File: config.mk
export PLATFORM = sky130hd
export DESIGN_NAME = page_frame_replacement
export DESIGN_NICKNAME = d
export VERILOG_FILES = /design/src/design/prf_pkg.sv /design/src/design/prf_cell.sv /design/src/design/page_frame_replacement.sv
export SDC_FILE = /design/constraint.sdc
export NUM_CORES = 1
export LEC_CHECK = 0
export ABC_AREA = 1
export BUFFER_PORTS_ARGS = -buffer_cell sky130_fd_sc_hd__buf_2
export CAP_MARGIN = 10
export CORE_MARGIN = 2
export CORE_UTILIZATION = 65
export DETAILED_ROUTE_END_ITERATION = 8
export PLACE_DENSITY_LB_ADDON = 0.25
export SETUP_SLACK_MARGIN = 0.3
export SLEW_MARGIN = 25
export SYNTH_ARGS = -nofsm -noshare
export SYNTH_HDL_FRONTEND = slang
export SYNTH_SLANG_ARGS = --single-unit
File: constraint.sdc
create_clock -name clk -period 4.75 [get_ports clk]
set_input_delay 0.7125 -clock clk [delete_from_list [all_inputs] [get_ports clk]]
set_output_delay 0.7125 -clock clk [all_outputs]
set_load 0.03 [all_outputs]
File: src/design/prf_pkg.sv
// Shared types and constants for the page frame replacement block.
// No dependencies; imported by prf_cell, page_frame_replacement and tb_top.
package prf_pkg;

  localparam int PAGE_W      = 6;   // page field on the input stream
  localparam int FRAME_W     = 3;   // frame field on the result stream
  localparam int IN_TDATA_W  = 8;
  localparam int OUT_TDATA_W = 8;
  localparam int STAMP_W     = 32;
  // probe and update records are sized for the largest configuration
  localparam int PG_IDX_W    = 12;  // up to 4096 pages
  localparam int FR_IDX_W    = 6;   // up to 64 frames

  typedef enum logic {
    POLICY_LRU  = 1'b0,
    POLICY_FIFO = 1'b1
  } policy_t;

  // search record handed from cell to cell
  typedef struct packed {
    logic                valid;
    logic [PG_IDX_W-1:0] page;
    logic                hit;
    logic [FR_IDX_W-1:0] hit_idx;
    logic                free_found;
    logic [FR_IDX_W-1:0] free_idx;
    logic                best_valid;
    logic [STAMP_W-1:0]  best_stamp;
    logic [FR_IDX_W-1:0] best_idx;
  } probe_t;

  // write-back broadcast to the cells
  typedef struct packed {
    logic                en;
    logic                load;
    logic                stamp_en;
    logic [FR_IDX_W-1:0] idx;
    logic [PG_IDX_W-1:0] page;
    logic [STAMP_W-1:0]  stamp;
  } upd_t;

endpackage

File: src/design/prf_cell.sv
// One frame cell: owner page, valid flag and use stamp of a single frame.
// Updates the passing search record and registers it for the next cell. Uses prf_pkg.
module prf_cell #(
  parameter int IDX  = 0,
  parameter int PG_W = 6
) (
  input  logic            clk,
  input  logic            rst_n,
  input  prf_pkg::probe_t probe_i,
  output prf_pkg::probe_t probe_o,
  input  prf_pkg::upd_t   upd_i
);
  import prf_pkg::*;

  localparam logic [FR_IDX_W-1:0] MY_IDX = FR_IDX_W'(IDX);

  logic               owner_vld_r;
  logic [PG_W-1:0]    owner_page_r;
  logic [STAMP_W-1:0] stamp_r;
  probe_t             probe_r;
  probe_t             probe_nxt;
  logic               sel;

  assign sel = upd_i.en && (upd_i.idx == MY_IDX);

  always_comb begin
    probe_nxt = probe_i;
    if (owner_vld_r && (owner_page_r == probe_i.page[PG_W-1:0])) begin
      probe_nxt.hit     = 1'b1;
      probe_nxt.hit_idx = MY_IDX;
    end
    // lowest free frame wins
    if (!owner_vld_r && !probe_i.free_found) begin
      probe_nxt.free_found = 1'b1;
      probe_nxt.free_idx   = MY_IDX;
    end
    // strict less-than keeps the lowest index on ties
    if (!probe_i.best_valid || (stamp_r < probe_i.best_stamp)) begin
      probe_nxt.best_valid = 1'b1;
      probe_nxt.best_stamp = stamp_r;
      probe_nxt.best_idx   = MY_IDX;
    end
  end

  always_ff @(posedge clk) begin
    if (!rst_n) probe_r <= '0;
    else probe_r <= probe_nxt;
  end

  always_ff @(posedge clk) begin
    if (!rst_n) begin
      owner_vld_r <= 1'b0;
      stamp_r     <= '0;
    end else if (sel) begin
      if (upd_i.load) owner_vld_r <= 1'b1;
      if (upd_i.stamp_en) stamp_r <= upd_i.stamp;
    end
  end

  always_ff @(posedge clk) begin
    if (sel && upd_i.load) owner_page_r <= upd_i.page[PG_W-1:0];
  end

  assign probe_o = probe_r;

endmodule

File: src/design/page_frame_replacement.sv
// Page frame replacement (LRU / FIFO) top level: chain of frame cells plus
// result and write-back control. Depends on prf_pkg and prf_cell.
//
//  channel | direction | handshake              | payload
//  --------+-----------+------------------------+---------------------------------
//  in_     | sink      | in_tvalid / in_tready  | in_tdata[5:0] page
//  out_    | source    | out_tvalid / out_tready| out_tdata[2:0] frame, [3] miss
//  cfg_    | sink      | cfg_wr_en              | cfg_wr_data policy_mode
//
//  One reference at a time: a transaction walks the cells one per cycle, then
//  the decision register and the write-back. The result is registered by the
//  write-back and in_tready returns with it, so a new reference is taken only
//  once the last one has been written back.
//  Reset: all frames free, stamps, access clock and FIFO pointer zero, LRU policy.
//  A stalled result holds the write-back; the chain is free again once it lands.
module page_frame_replacement #(
  parameter int PAGE_COUNT  = 64,
  parameter int FRAME_COUNT = 8
) (
  input  logic                            clk,
  input  logic                            rst_n,
  input  logic                            in_tvalid,
  output logic                            in_tready,
  input  logic [prf_pkg::IN_TDATA_W-1:0]  in_tdata,   // [5:0] page
  output logic                            out_tvalid,
  input  logic                            out_tready,
  output logic [prf_pkg::OUT_TDATA_W-1:0] out_tdata,  // [2:0] frame, [3] miss
  input  logic                            cfg_wr_en,
  input  logic                            cfg_wr_data // policy_mode
);
  import prf_pkg::*;

  localparam int PW = $clog2(PAGE_COUNT);
  localparam int FW = $clog2(FRAME_COUNT);
  localparam logic [FW-1:0] LAST_FRAME = FW'(FRAME_COUNT - 1);

  policy_t             mode_r;
  logic                busy_r;
  logic [FW-1:0]       fifo_r;
  logic [STAMP_W-1:0]  clock_r;
  logic [STAMP_W-1:0]  clock_nxt;

  logic                pend_vld_r;
  logic [FW-1:0]       pend_idx_r;
  logic [FW-1:0]       pend_idx_nxt;
  logic                pend_miss_r;
  logic [PW-1:0]       pend_page_r;

  logic                out_vld_r;
  logic [FRAME_W-1:0]  out_frame_r;
  logic                out_miss_r;

  logic                accept;
  logic                commit;
  logic [PW-1:0]       page_in;
  probe_t              launch;
  probe_t              chain [FRAME_COUNT];
  probe_t              last;
  logic [FRAME_COUNT-1:0] chain_vld;
  upd_t                upd;
  logic [FR_IDX_W-1:0] lru_victim;

  assign in_tready = !busy_r;
  assign accept    = in_tvalid && in_tready;
  assign commit    = pend_vld_r && (!out_vld_r || out_tready);

  assign page_in = PW'(in_tdata[PAGE_W-1:0] % PAGE_COUNT);

  always_comb begin
    launch       = '0;
    launch.valid = accept;
    launch.page  = PG_IDX_W'(page_in);
  end

  for (genvar g = 0; g < FRAME_COUNT; g++) begin : g_cell
    if (g == 0) begin : g_head
      prf_cell #(.IDX(g), .PG_W(PW)) u_cell (
        .clk(clk), .rst_n(rst_n), .probe_i(launch), .probe_o(chain[g]), .upd_i(upd)
      );
    end else begin : g_body
      prf_cell #(.IDX(g), .PG_W(PW)) u_cell (
        .clk(clk), .rst_n(rst_n), .probe_i(chain[g-1]), .probe_o(chain[g]), .upd_i(upd)
      );
    end
    assign chain_vld[g] = chain[g].valid;
  end

  assign last       = chain[FRAME_COUNT-1];
  assign lru_victim = last.free_found ? last.free_idx : last.best_idx;

  always_comb begin
    if (last.hit) pend_idx_nxt = last.hit_idx[FW-1:0];
    else if (mode_r == POLICY_LRU) pend_idx_nxt = lru_victim[FW-1:0];
    else pend_idx_nxt = fifo_r;
  end

  assign clock_nxt = clock_r + STAMP_W'(1);

  always_comb begin
    upd.en       = commit;
    upd.load     = pend_miss_r;
    upd.stamp_en = (mode_r == POLICY_LRU);
    upd.idx      = FR_IDX_W'(pend_idx_r);
    upd.page     = PG_IDX_W'(pend_page_r);
    upd.stamp    = clock_nxt;
  end

  always_ff @(posedge clk) begin
    if (!rst_n) begin
      mode_r     <= POLICY_LRU;
      busy_r     <= 1'b0;
      fifo_r     <= '0;
      clock_r    <= '0;
      pend_vld_r <= 1'b0;
      out_vld_r  <= 1'b0;
    end else begin
      if (cfg_wr_en) mode_r <= policy_t'(cfg_wr_data);
      if (accept) busy_r <= 1'b1;
      else if (commit) busy_r <= 1'b0;
      if (last.valid) pend_vld_r <= 1'b1;
      else if (commit) pend_vld_r <= 1'b0;
      if (commit) begin
        out_vld_r <= 1'b1;
        if (mode_r == POLICY_LRU) clock_r <= clock_nxt;
        else if (pend_miss_r) fifo_r <= (pend_idx_r == LAST_FRAME) ? '0 : pend_idx_r + 1'b1;
      end else if (out_tready) begin
        out_vld_r <= 1'b0;
      end
    end
  end

  always_ff @(posedge clk) begin
    if (last.valid) begin
      pend_idx_r  <= pend_idx_nxt;
      pend_miss_r <= !last.hit;
      pend_page_r <= last.page[PW-1:0];
    end
    if (commit) begin
      out_frame_r <= FRAME_W'(pend_idx_r);
      out_miss_r  <= pend_miss_r;
    end
  end

  assign out_tvalid = out_vld_r;
  assign out_tdata  = {(OUT_TDATA_W - FRAME_W - 1)'(0), out_miss_r, out_frame_r};

  // at most one reference in flight across the chain and the decision stage
  a_single_item: assert property (@(posedge clk) disable iff (!rst_n)
    $onehot0({chain_vld, pend_vld_r}))
    else $error("more than one reference in flight");

  a_busy_cover: assert property (@(posedge clk) disable iff (!rst_n)
    ((chain_vld != '0) || pend_vld_r) |-> busy_r)
    else $error("reference in flight while input is open");

  a_commit_out: assert property (@(posedge clk) disable iff (!rst_n)
    commit |=> (out_vld_r && !pend_vld_r && !busy_r))
    else $error("write-back did not present a result");

endmodule

==> summary.md, run 1 <==
| Metric | Value |
|---|---|
| Final nets | `4280` |
| Via count of the first global-routing pass | `23.95k` |
| CP Data Arrival Time | `3.50 ns` |
| Final Hold Violating Endpoints | `0` |
| Final TNS setup | `0 ns` |
| Routed len/inst | `15.05 um` |
| Full die area | `51340 um^2` |
| Antenna Nets Post-Route | `0` |
| Netlist cell types | `46` |
| Worst hold path depth | `3` |
| Clock transition at path regs | `0.06 ns` |
| Synth async-reset ratio | `0%` |
| Syn-to-layout area delta | `8.999%` |
| Pwr/cell area | `358.1 nW/um^2` |
| Final period util | `62.02%` |
| Fillers | `3777` |
| CTS tree | `done` |
| Achievable Freq | `339.5 MHz` |
| Synth warn | `0` |
| Critical path class | `flip-flop to flip-flop` |
| Detailed Place HPWL | `47120 um` |
| Syn Inst Count | `4141` |
| Maxcap violations | `0` |
| RSZ-0062 raised after global routing | `false` |
| Detailed-routing iteration count for the pre-antenna-repair pass | `6` |
| #FFs+latches synth | `719` |
| Syn Area/Cell | `7.776 um^2` |
| Post-route minimum period | `2.946 ns` |
| Worst VDD drop | `0.3508 mV` |
| Die Ht | `226.6 um` |
| EDFF count, synth | `62` |
| Post-synth top flop | `dfxtp_1` |
| Largest net degree at the start of global routing | `172` |
| Seq/Total Area, Yosys | `46.63%` |
| Routed WL | `71660 um` |
| Status | `finished clean` |
| Total number of vias | `25.87k` |
| Vias/cell | `5.430` |
| Critical path fanouts, max | `11` |
| Placer congestion estimate | `0.9260` |
| First-pass GRT wire length | `118300 um` |
| Worst slew pin tran | `0.8653 ns` |
| Num rows | `81` |
| Share of cells above drive strength 1 | `5.245%` |
| Critical-path top delay cell | `dfxtp_1` |
| Post-layout util | `71.70%` |
| Detailed Route Iter0 Violations | `1953` |
| Worst EP required | `5.31 ns` |
| Hold Crit Class | `input pin to flip-flop` |
| PortBufs | `17` |
| Area after DPL | `32560 um^2` |
| Slew Limit Fails | `0` |
| Mapped Area | `32200 um^2` |
| CTS-repair resized insts | `0` |
| # hold bufs at CTS | `0` |
| Met1 wire length | `32270 um` |
| Relative slew slack | `42.32%` |
| Final setup vio count | `0` |
| Finished Cell Area | `35100 um^2` |
| Placeable Area | `48950 um^2` |
| Post-Route Skew | `0.02495 ns` |
| Max stage delay on crit path | `0.71 ns` |
| DRC viols | `0` |
| WL met3 | `4757 um` |
| Crit path cell chain | `ha_1 > nand3_2 > inv_2 > nand2_2 > nor2_2 > nand4_1 > nand3_1 > o211ai_1 > inv_1` |
| H-Tree Depth | `3` |
| # diodes | `0` |
| Clock buffer count from CTS | `75` |
| Leakage power | `17.20 nW` |
| Total GRT Usage | `28.18%` |
| Top Ports | `24` |
| Met2 wire length | `32830 um` |
| Worst r2r path cells | `9` |
| Clock Latency Late Sink | `0.62 ns` |
| CTS Sinks | `719` |
| Grt total ovfl | `0` |
| Top Metal Used | `met4` |
| # Post-CTS Setup Buffers | `0` |
| Startpoint Class | `flip-flop` |
| Initial core utilization | `65.78%` |
| Antenna violations before repair | `0` |
| Clock root cell | `clkbuf_16` |
| CP endpoint kind | `flip-flop` |
| Max clock buf depth | `3` |
| Die width | `226.6 um` |
logic make-up (layout without fill, tap and decap cells):
logic type      Yosys count  after routing  share of synthesized area, %
simple gates           1499           1499                         19.84
buf+inv                 906            861                         10.86
compound gates          743            743                         12.53
flops                   719            719                         46.63
fa+ha+maj               224            224                         8.703
xor+xnor                 49             49                         1.426
other cells               1              4                       0.01165
Yosys cell counts, types with 3 or more instances:
cell,count,area (um^2)
xor2_1,35,306.5
xnor2_1,10,87.58
clkbuf_1,135,506.7
or2_2,3,18.77
nor2_1,499,1873
and3_1,4,25.02
o211ai_1,53,397.9
o22ai_1,8,50.05
nor4_1,8,50.05
buf_2,58,290.3
clkinv_1,5,18.77
buf_1,26,97.59
a21oi_1,343,1717
buf_4,6,45.04
ha_1,224,2803
nor3_2,3,30.03
nand4_1,85,531.8
nand3b_1,10,75.07
o21bai_1,32,240.2
nand3_1,277,1386
inv_1,669,2511
edfxtp_1,62,1862
o21ai_1,15,75.07
o21a_1,16,120.1
dfxtp_1,657,13150
xor2_2,4,65.06
o21ai_0,258,1291
nor3_1,27,135.1
nor3b_1,4,30.03
a211oi_1,9,67.56
nor2_2,6,37.54
inv_2,7,26.28
nand2_1,566,2125
path summary, 6_finish.rpt:
path                                             startpoint                                               end  slack, ns
max                                 clock_r[0]$_SDFFE_PN0P_  g_cell[0].g_head.u_cell.stamp_r[24]$_SDFFE_PN0P_       1.80
max reg2reg                         clock_r[0]$_SDFFE_PN0P_  g_cell[0].g_head.u_cell.stamp_r[24]$_SDFFE_PN0P_       1.80
min                                             in_tdata[3]    g_cell[0].g_head.u_cell.probe_o[56]$_SDFF_PN0_       0.30
min reg2reg  g_cell[3].g_body.u_cell.probe_o[46]$_SDFF_PN0_    g_cell[4].g_body.u_cell.probe_o[46]$_SDFF_PP0_       0.40
cell type report:
cell class	instances	area, um^2	share of cell area (%)
Sequential cell	719	15030	42.81
Clock inverter	20	315.3	0.8983
Inverter	681	2561	7.297
Tap cell	664	830.8	2.367
Multi-Input combinational cell	2519	13870	39.53
Timing Repair Buffer	46	329.1	0.9375
Clock buffer	114	2163	6.163
layer usage:
metal  GRT usage, %  vias up
met5              0        -
met4          8.638        0
met3          4.095      148
met2          45.98      819
met1          38.79    11810
li1               -    13090
sequential cells by signal (all words and copies together), names as in the netlist, 6 cells and up:
signal and flops:
g_cell.g_body.u_cell.probe_o 312, g_cell.g_body.u_cell.stamp_r 224, g_cell.g_head.u_cell.probe_o 42, g_cell.g_body.u_cell.owner_page_r 42, clock_r 32, g_cell.g_head.u_cell.stamp_r 32
g_cell.g_body.u_cell.owner_vld_r 7, g_cell.g_head.u_cell.owner_page_r 6, pend_page_r 6
metrics by stage:
step / power, W / worst slack [ns] / hold WS, ns / cells
2_1_floorplan: 0.006691 / 2.725 / 0.3855 / 4144
3_3_place_gp: 0.006785 / 1.404 / 0.3863 / 4629
3_5_place_dp: 0.006793 / 1.374 / 0.3904 / 4629
4_1_cts: 0.01263 / 1.639 / 0.2723 / 4763
5_1_grt: 0.01294 / 1.563 / 0.3006 / 4763
6_report: 0.01257 / 1.804 / 0.3012 / 4763
worst max-delay path, delay by kind of cell (launching register included):
kind	cells	cell delay, ns
AND/OR/NAND/NOR	5	1.54
adder cells (fa/ha/maj)	1	0.30
AO/OA/AOI/OAI	1	0.13
flip-flops	1	0.71
buffers and inverters	2	0.18
power by group:
| part | internal (W) | total, W | switching [W] |
|---|---|---|---|
| Clock | 0.00353 | 0.00590 | 0.00237 |
| Sequential | 0.00618 | 0.00624 | 0.0000637 |
| Combinational | 0.000134 | 0.000433 | 0.000299 |
placed cells by master (no fill, tap or decap), drive strengths merged, types with 7 or more instances in the layout:
cell and n:
a211oi 9, a21oi 343, buf 46, bufinv 7
clkbuf 114, clkinv 12, dfxtp 657, edfxtp 62
ha 224, inv 681, nand2 568, nand3 279
nand3b 10, nand4 86, nor2 505, nor3 30
nor4 9, o211ai 53, o21a 16, o21ai 274
o21bai 32, o22ai 8, xnor2 10, xor2 39
Note: power is estimated with default switching activity, not from simulation.
==> run 2, diff against run 1 <==
--- a/config.mk
+++ b/config.mk
@@ -9,7 +9,7 @@
 export BUFFER_PORTS_ARGS = -buffer_cell sky130_fd_sc_hd__buf_2
 export CAP_MARGIN = 10
 export CORE_MARGIN = 2
-export CORE_UTILIZATION = 65
+export CORE_UTILIZATION = 63
 export DETAILED_ROUTE_END_ITERATION = 8
 export PLACE_DENSITY_LB_ADDON = 0.25
 export SETUP_SLACK_MARGIN = 0.3
==> constraint.sdc (replaced) <==
create_clock -name clk -period 2.9 [get_ports clk]
set_input_delay 0.435 -clock clk [delete_from_list [all_inputs] [get_ports clk]]
set_output_delay 0.435 -clock clk [all_outputs]
set_load 0.03 [all_outputs]
==> run 2 against run 1 <==
Against the previous run: worst setup slack worse by 1.3 ns; worst hold slack worse by 0.27 ns; sequential share of layout area is 0.39 points lower; cell count is 1.0% higher; combinational power grew 75%; first-iteration DRC count shrank 5.4%; core utilization shrank 1.3 points; clock skew grew 0.0093 ns; via count is essentially flat; non-clock buffer count rose by 41; register-to-register slack worse by 1.3 ns.
==> summary.md, run 2 (synthesis gave the netlist of run 1 again) <==
| Metric | Value |
|---|---|
| Achievable Freq | `411.8 MHz (was 339.5 MHz)` |
| Final TNS setup | `0 ns (unchanged)` |
| Num rows | `82 (was 81)` |
| Detailed Place HPWL | `48730 um (was 47120 um)` |
| Detailed Route Iter0 Violations | `1848 (was 1953)` |
| Origin of the critical flop-to-flop path | `g_cell[3].g_body.u_cell.probe_o[37]$_SDFF_PN0_ (was clock_r[0]$_SDFFE_PN0P_)` |
| Pwr/cell area | `572.3 nW/um^2 (was 358.1 nW/um^2)` |
| Status | `finished clean (unchanged)` |
| Post-route minimum period | `2.429 ns (was 2.946 ns)` |
| # Post-CTS Setup Buffers | `0 (unchanged)` |
| Via count of the first global-routing pass | `24.12k (was 23.95k)` |
| Leading cell type in the layout, fill and taps excluded | `inv_1 (unchanged)` |
| Antenna violations before repair | `0 (unchanged)` |
| Relative slew slack | `37.97% (was 42.32%)` |
| CTS Sinks | `719 (unchanged)` |
| Most frequent CP cell | `nand2_1` |
| GR Layer Usage met2 | `44.54% (was 45.98%)` |
| Final nets | `4319 (was 4280)` |
| Post-Route Skew | `0.03427 ns (was 0.02495 ns)` |
| Maxcap violations | `0 (unchanged)` |
| Most frequent cells in the layout | `669 x inv_1, 653 x dfxtp_1, 562 x nand2_1, 492 x nor2_1, 343 x a21oi_1 (was 669 x inv_1, 653 x dfxtp_1, 561 x nand2_1, 492 x nor2_1, 343 x a21oi_1)` |
| Clock Latency Late Sink | `0.64 ns (was 0.62 ns)` |
| Die Ht | `230.1 um (was 226.6 um)` |
| Placer congestion estimate | `0.8998 (was 0.9260)` |
| CP Launch Point | `g_cell[3].g_body.u_cell.probe_o[37]$_SDFF_PN0_ (was clock_r[0]$_SDFFE_PN0P_)` |
| Crit path cell chain | `inv_1 > ha_1 > nand2_1 > nor2_1 > nor3b_1 > and3_1 > nand2_1 > nand2_1 > nand2_1 > buf_12 > nand3_1 > nand2_1 (was ha_1 > nand3_2 > inv_2 > nand2_2 > nor2_2 > nand4_1 > nand3_1 > o211ai_1 > inv_1)` |
| Total GRT Usage | `27.16% (was 28.18%)` |
| Critical path buffer and inverter count | `2 (unchanged)` |
| Max stage delay on crit path | `0.34 ns (was 0.71 ns)` |
| Finished Cell Area | `35410 um^2 (was 35100 um^2)` |
| DRC viols | `0 (unchanged)` |
| Pwr Total | `0.02026 W (was 0.01257 W)` |
| Hold_ws | `0.02941 ns (was 0.3012 ns)` |
| Clock buffer count from CTS | `73 (was 75)` |
| Detailed-routing iteration count for the pre-antenna-repair pass | `5 (was 6)` |
| Initial core utilization | `64.05% (was 65.78%)` |
| Max reg flops | `312 (unchanged)` |
| Vias/cell | `5.370 (was 5.430)` |
| # diodes | `0 (unchanged)` |
| Final Hold Violating Endpoints | `0 (unchanged)` |
| Total number of vias | `25.84k (was 25.87k)` |
| Max clock buf depth | `3 (unchanged)` |
| Routed len/inst | `14.87 um (was 15.05 um)` |
| Met1 usage | `37.01% (was 38.79%)` |
| Busiest grt layer | `met2 (unchanged)` |
| Final setup vio count | `0 (unchanged)` |
| Top Ports | `24 (unchanged)` |
| Grt total ovfl | `0 (unchanged)` |
| CP delay by family, top | `simple AND/OR/NAND/NOR gates (unchanged)` |
| PortBufs | `17 (unchanged)` |
| Clock root cell | `clkbuf_16 (unchanged)` |
| Critical path class | `flip-flop to flip-flop (unchanged)` |
| Area after DPL | `32970 um^2 (was 32560 um^2)` |
| RSZ-0062 raised after global routing | `false (unchanged)` |
| Antenna Nets Post-Route | `0 (unchanged)` |
| CP Data Arrival Time | `2.94 ns (was 3.50 ns)` |
| Slew Limit Fails | `0 (unchanged)` |
| Clock transition at path regs | `0.06 ns (about the same)` |
| HP Start | `in_tdata[2] (was in_tdata[3])` |
| Worst EP required | `3.41 ns (was 5.31 ns)` |
| First-pass GRT wire length | `118900 um (was 118300 um)` |
| Startpoint Class | `flip-flop (unchanged)` |
| Critical-path top delay cell | `nor3b_1 (was dfxtp_1)` |
| Full die area | `52940 um^2 (was 51340 um^2)` |
| Met3 Usage GRT | `3.323% (was 4.095%)` |
| Routed WL | `71550 um (was 71660 um)` |
| H-Tree Depth | `3 (unchanged)` |
| Syn-to-layout area delta | `9.947% (was 8.999%)` |
| CTS tree | `done (unchanged)` |
| Leakage power | `17.41 nW (was 17.20 nW)` |
| Hold Crit Class | `input pin to flip-flop (unchanged)` |
| Placeable Area | `50270 um^2 (was 48950 um^2)` |
| Worst VDD drop | `0.5609 mV (was 0.3508 mV)` |
| CP endpoint kind | `flip-flop (unchanged)` |
| Worst slew pin tran | `0.9273 ns (was 0.8653 ns)` |
| Largest net degree at the start of global routing | `165 (was 172)` |
| Final period util | `83.74% (was 62.02%)` |
| Share of cells above drive strength 1 | `5.942% (was 5.245%)` |
| Die width | `230.1 um (was 226.6 um)` |
| Critical path fanouts, max | `23 (was 11)` |
run 2: through the flow:
stage               worst slack, ns  instances  util (%)
finish                       0.4714       4812     70.43
global route                 0.3299       4812     70.43
CTS                          0.3896       4812     70.35
detailed placement           0.3971       4676     65.57
global placement             0.4243       4676     65.54
floorplan                     1.014       4144         -
run 2: path summary, 6_finish.rpt:
| kind | endpoint | slack [ns] | cells after the start |
|---|---|---|---|
| hold / removal | g_cell[0].g_head.u_cell.probe_o[55]$_SDFF_PN0_ | 0.03 | 3 |
| setup / recovery | g_cell[4].g_body.u_cell.probe_o[24]$_SDFF_PN0_ | 0.47 | 12 |
| setup reg to reg | g_cell[4].g_body.u_cell.probe_o[24]$_SDFF_PN0_ | 0.47 | 12 |
| hold reg to reg | pend_page_r[3]$_DFFE_PP_ | 0.40 | 0 |
run 2: cell type report:
type	instances	area, um^2
inverters	681	2561
multi-input cells	2519	13810
clock buffers	106	2051
repair buffers	87	788.3
flip-flops and latches	719	15020
fillers	3927	14870
clock inverters	28	331.6
well taps	672	840.8
run 2: power by group:
part,switching [W],internal (W)
Combinational,0.000514,0.000242
Sequential,0.0000789,0.0101
Clock,0.00397,0.00534
Total,0.00456,0.0157
run 2: tightest hold or removal path, stage by stage:
cell and delay (ns):
buf_2 0.10, nand2_1 0.05, inv_1 0.04
run 2: repair_timing:
action / CTS / global route
endpoints found under the hold margin: 2 / 0
endpoints found under the setup margin: 0 / 4
hold buffers: 2 / 0
resized for setup: 0 / 1
run 2: layer usage:
metal  wire length (um)  up-vias
met5                  0        -
met4               1950        0
met3               4087      147
met2              32760      715
met1              32760    11810
li1                   -    13160
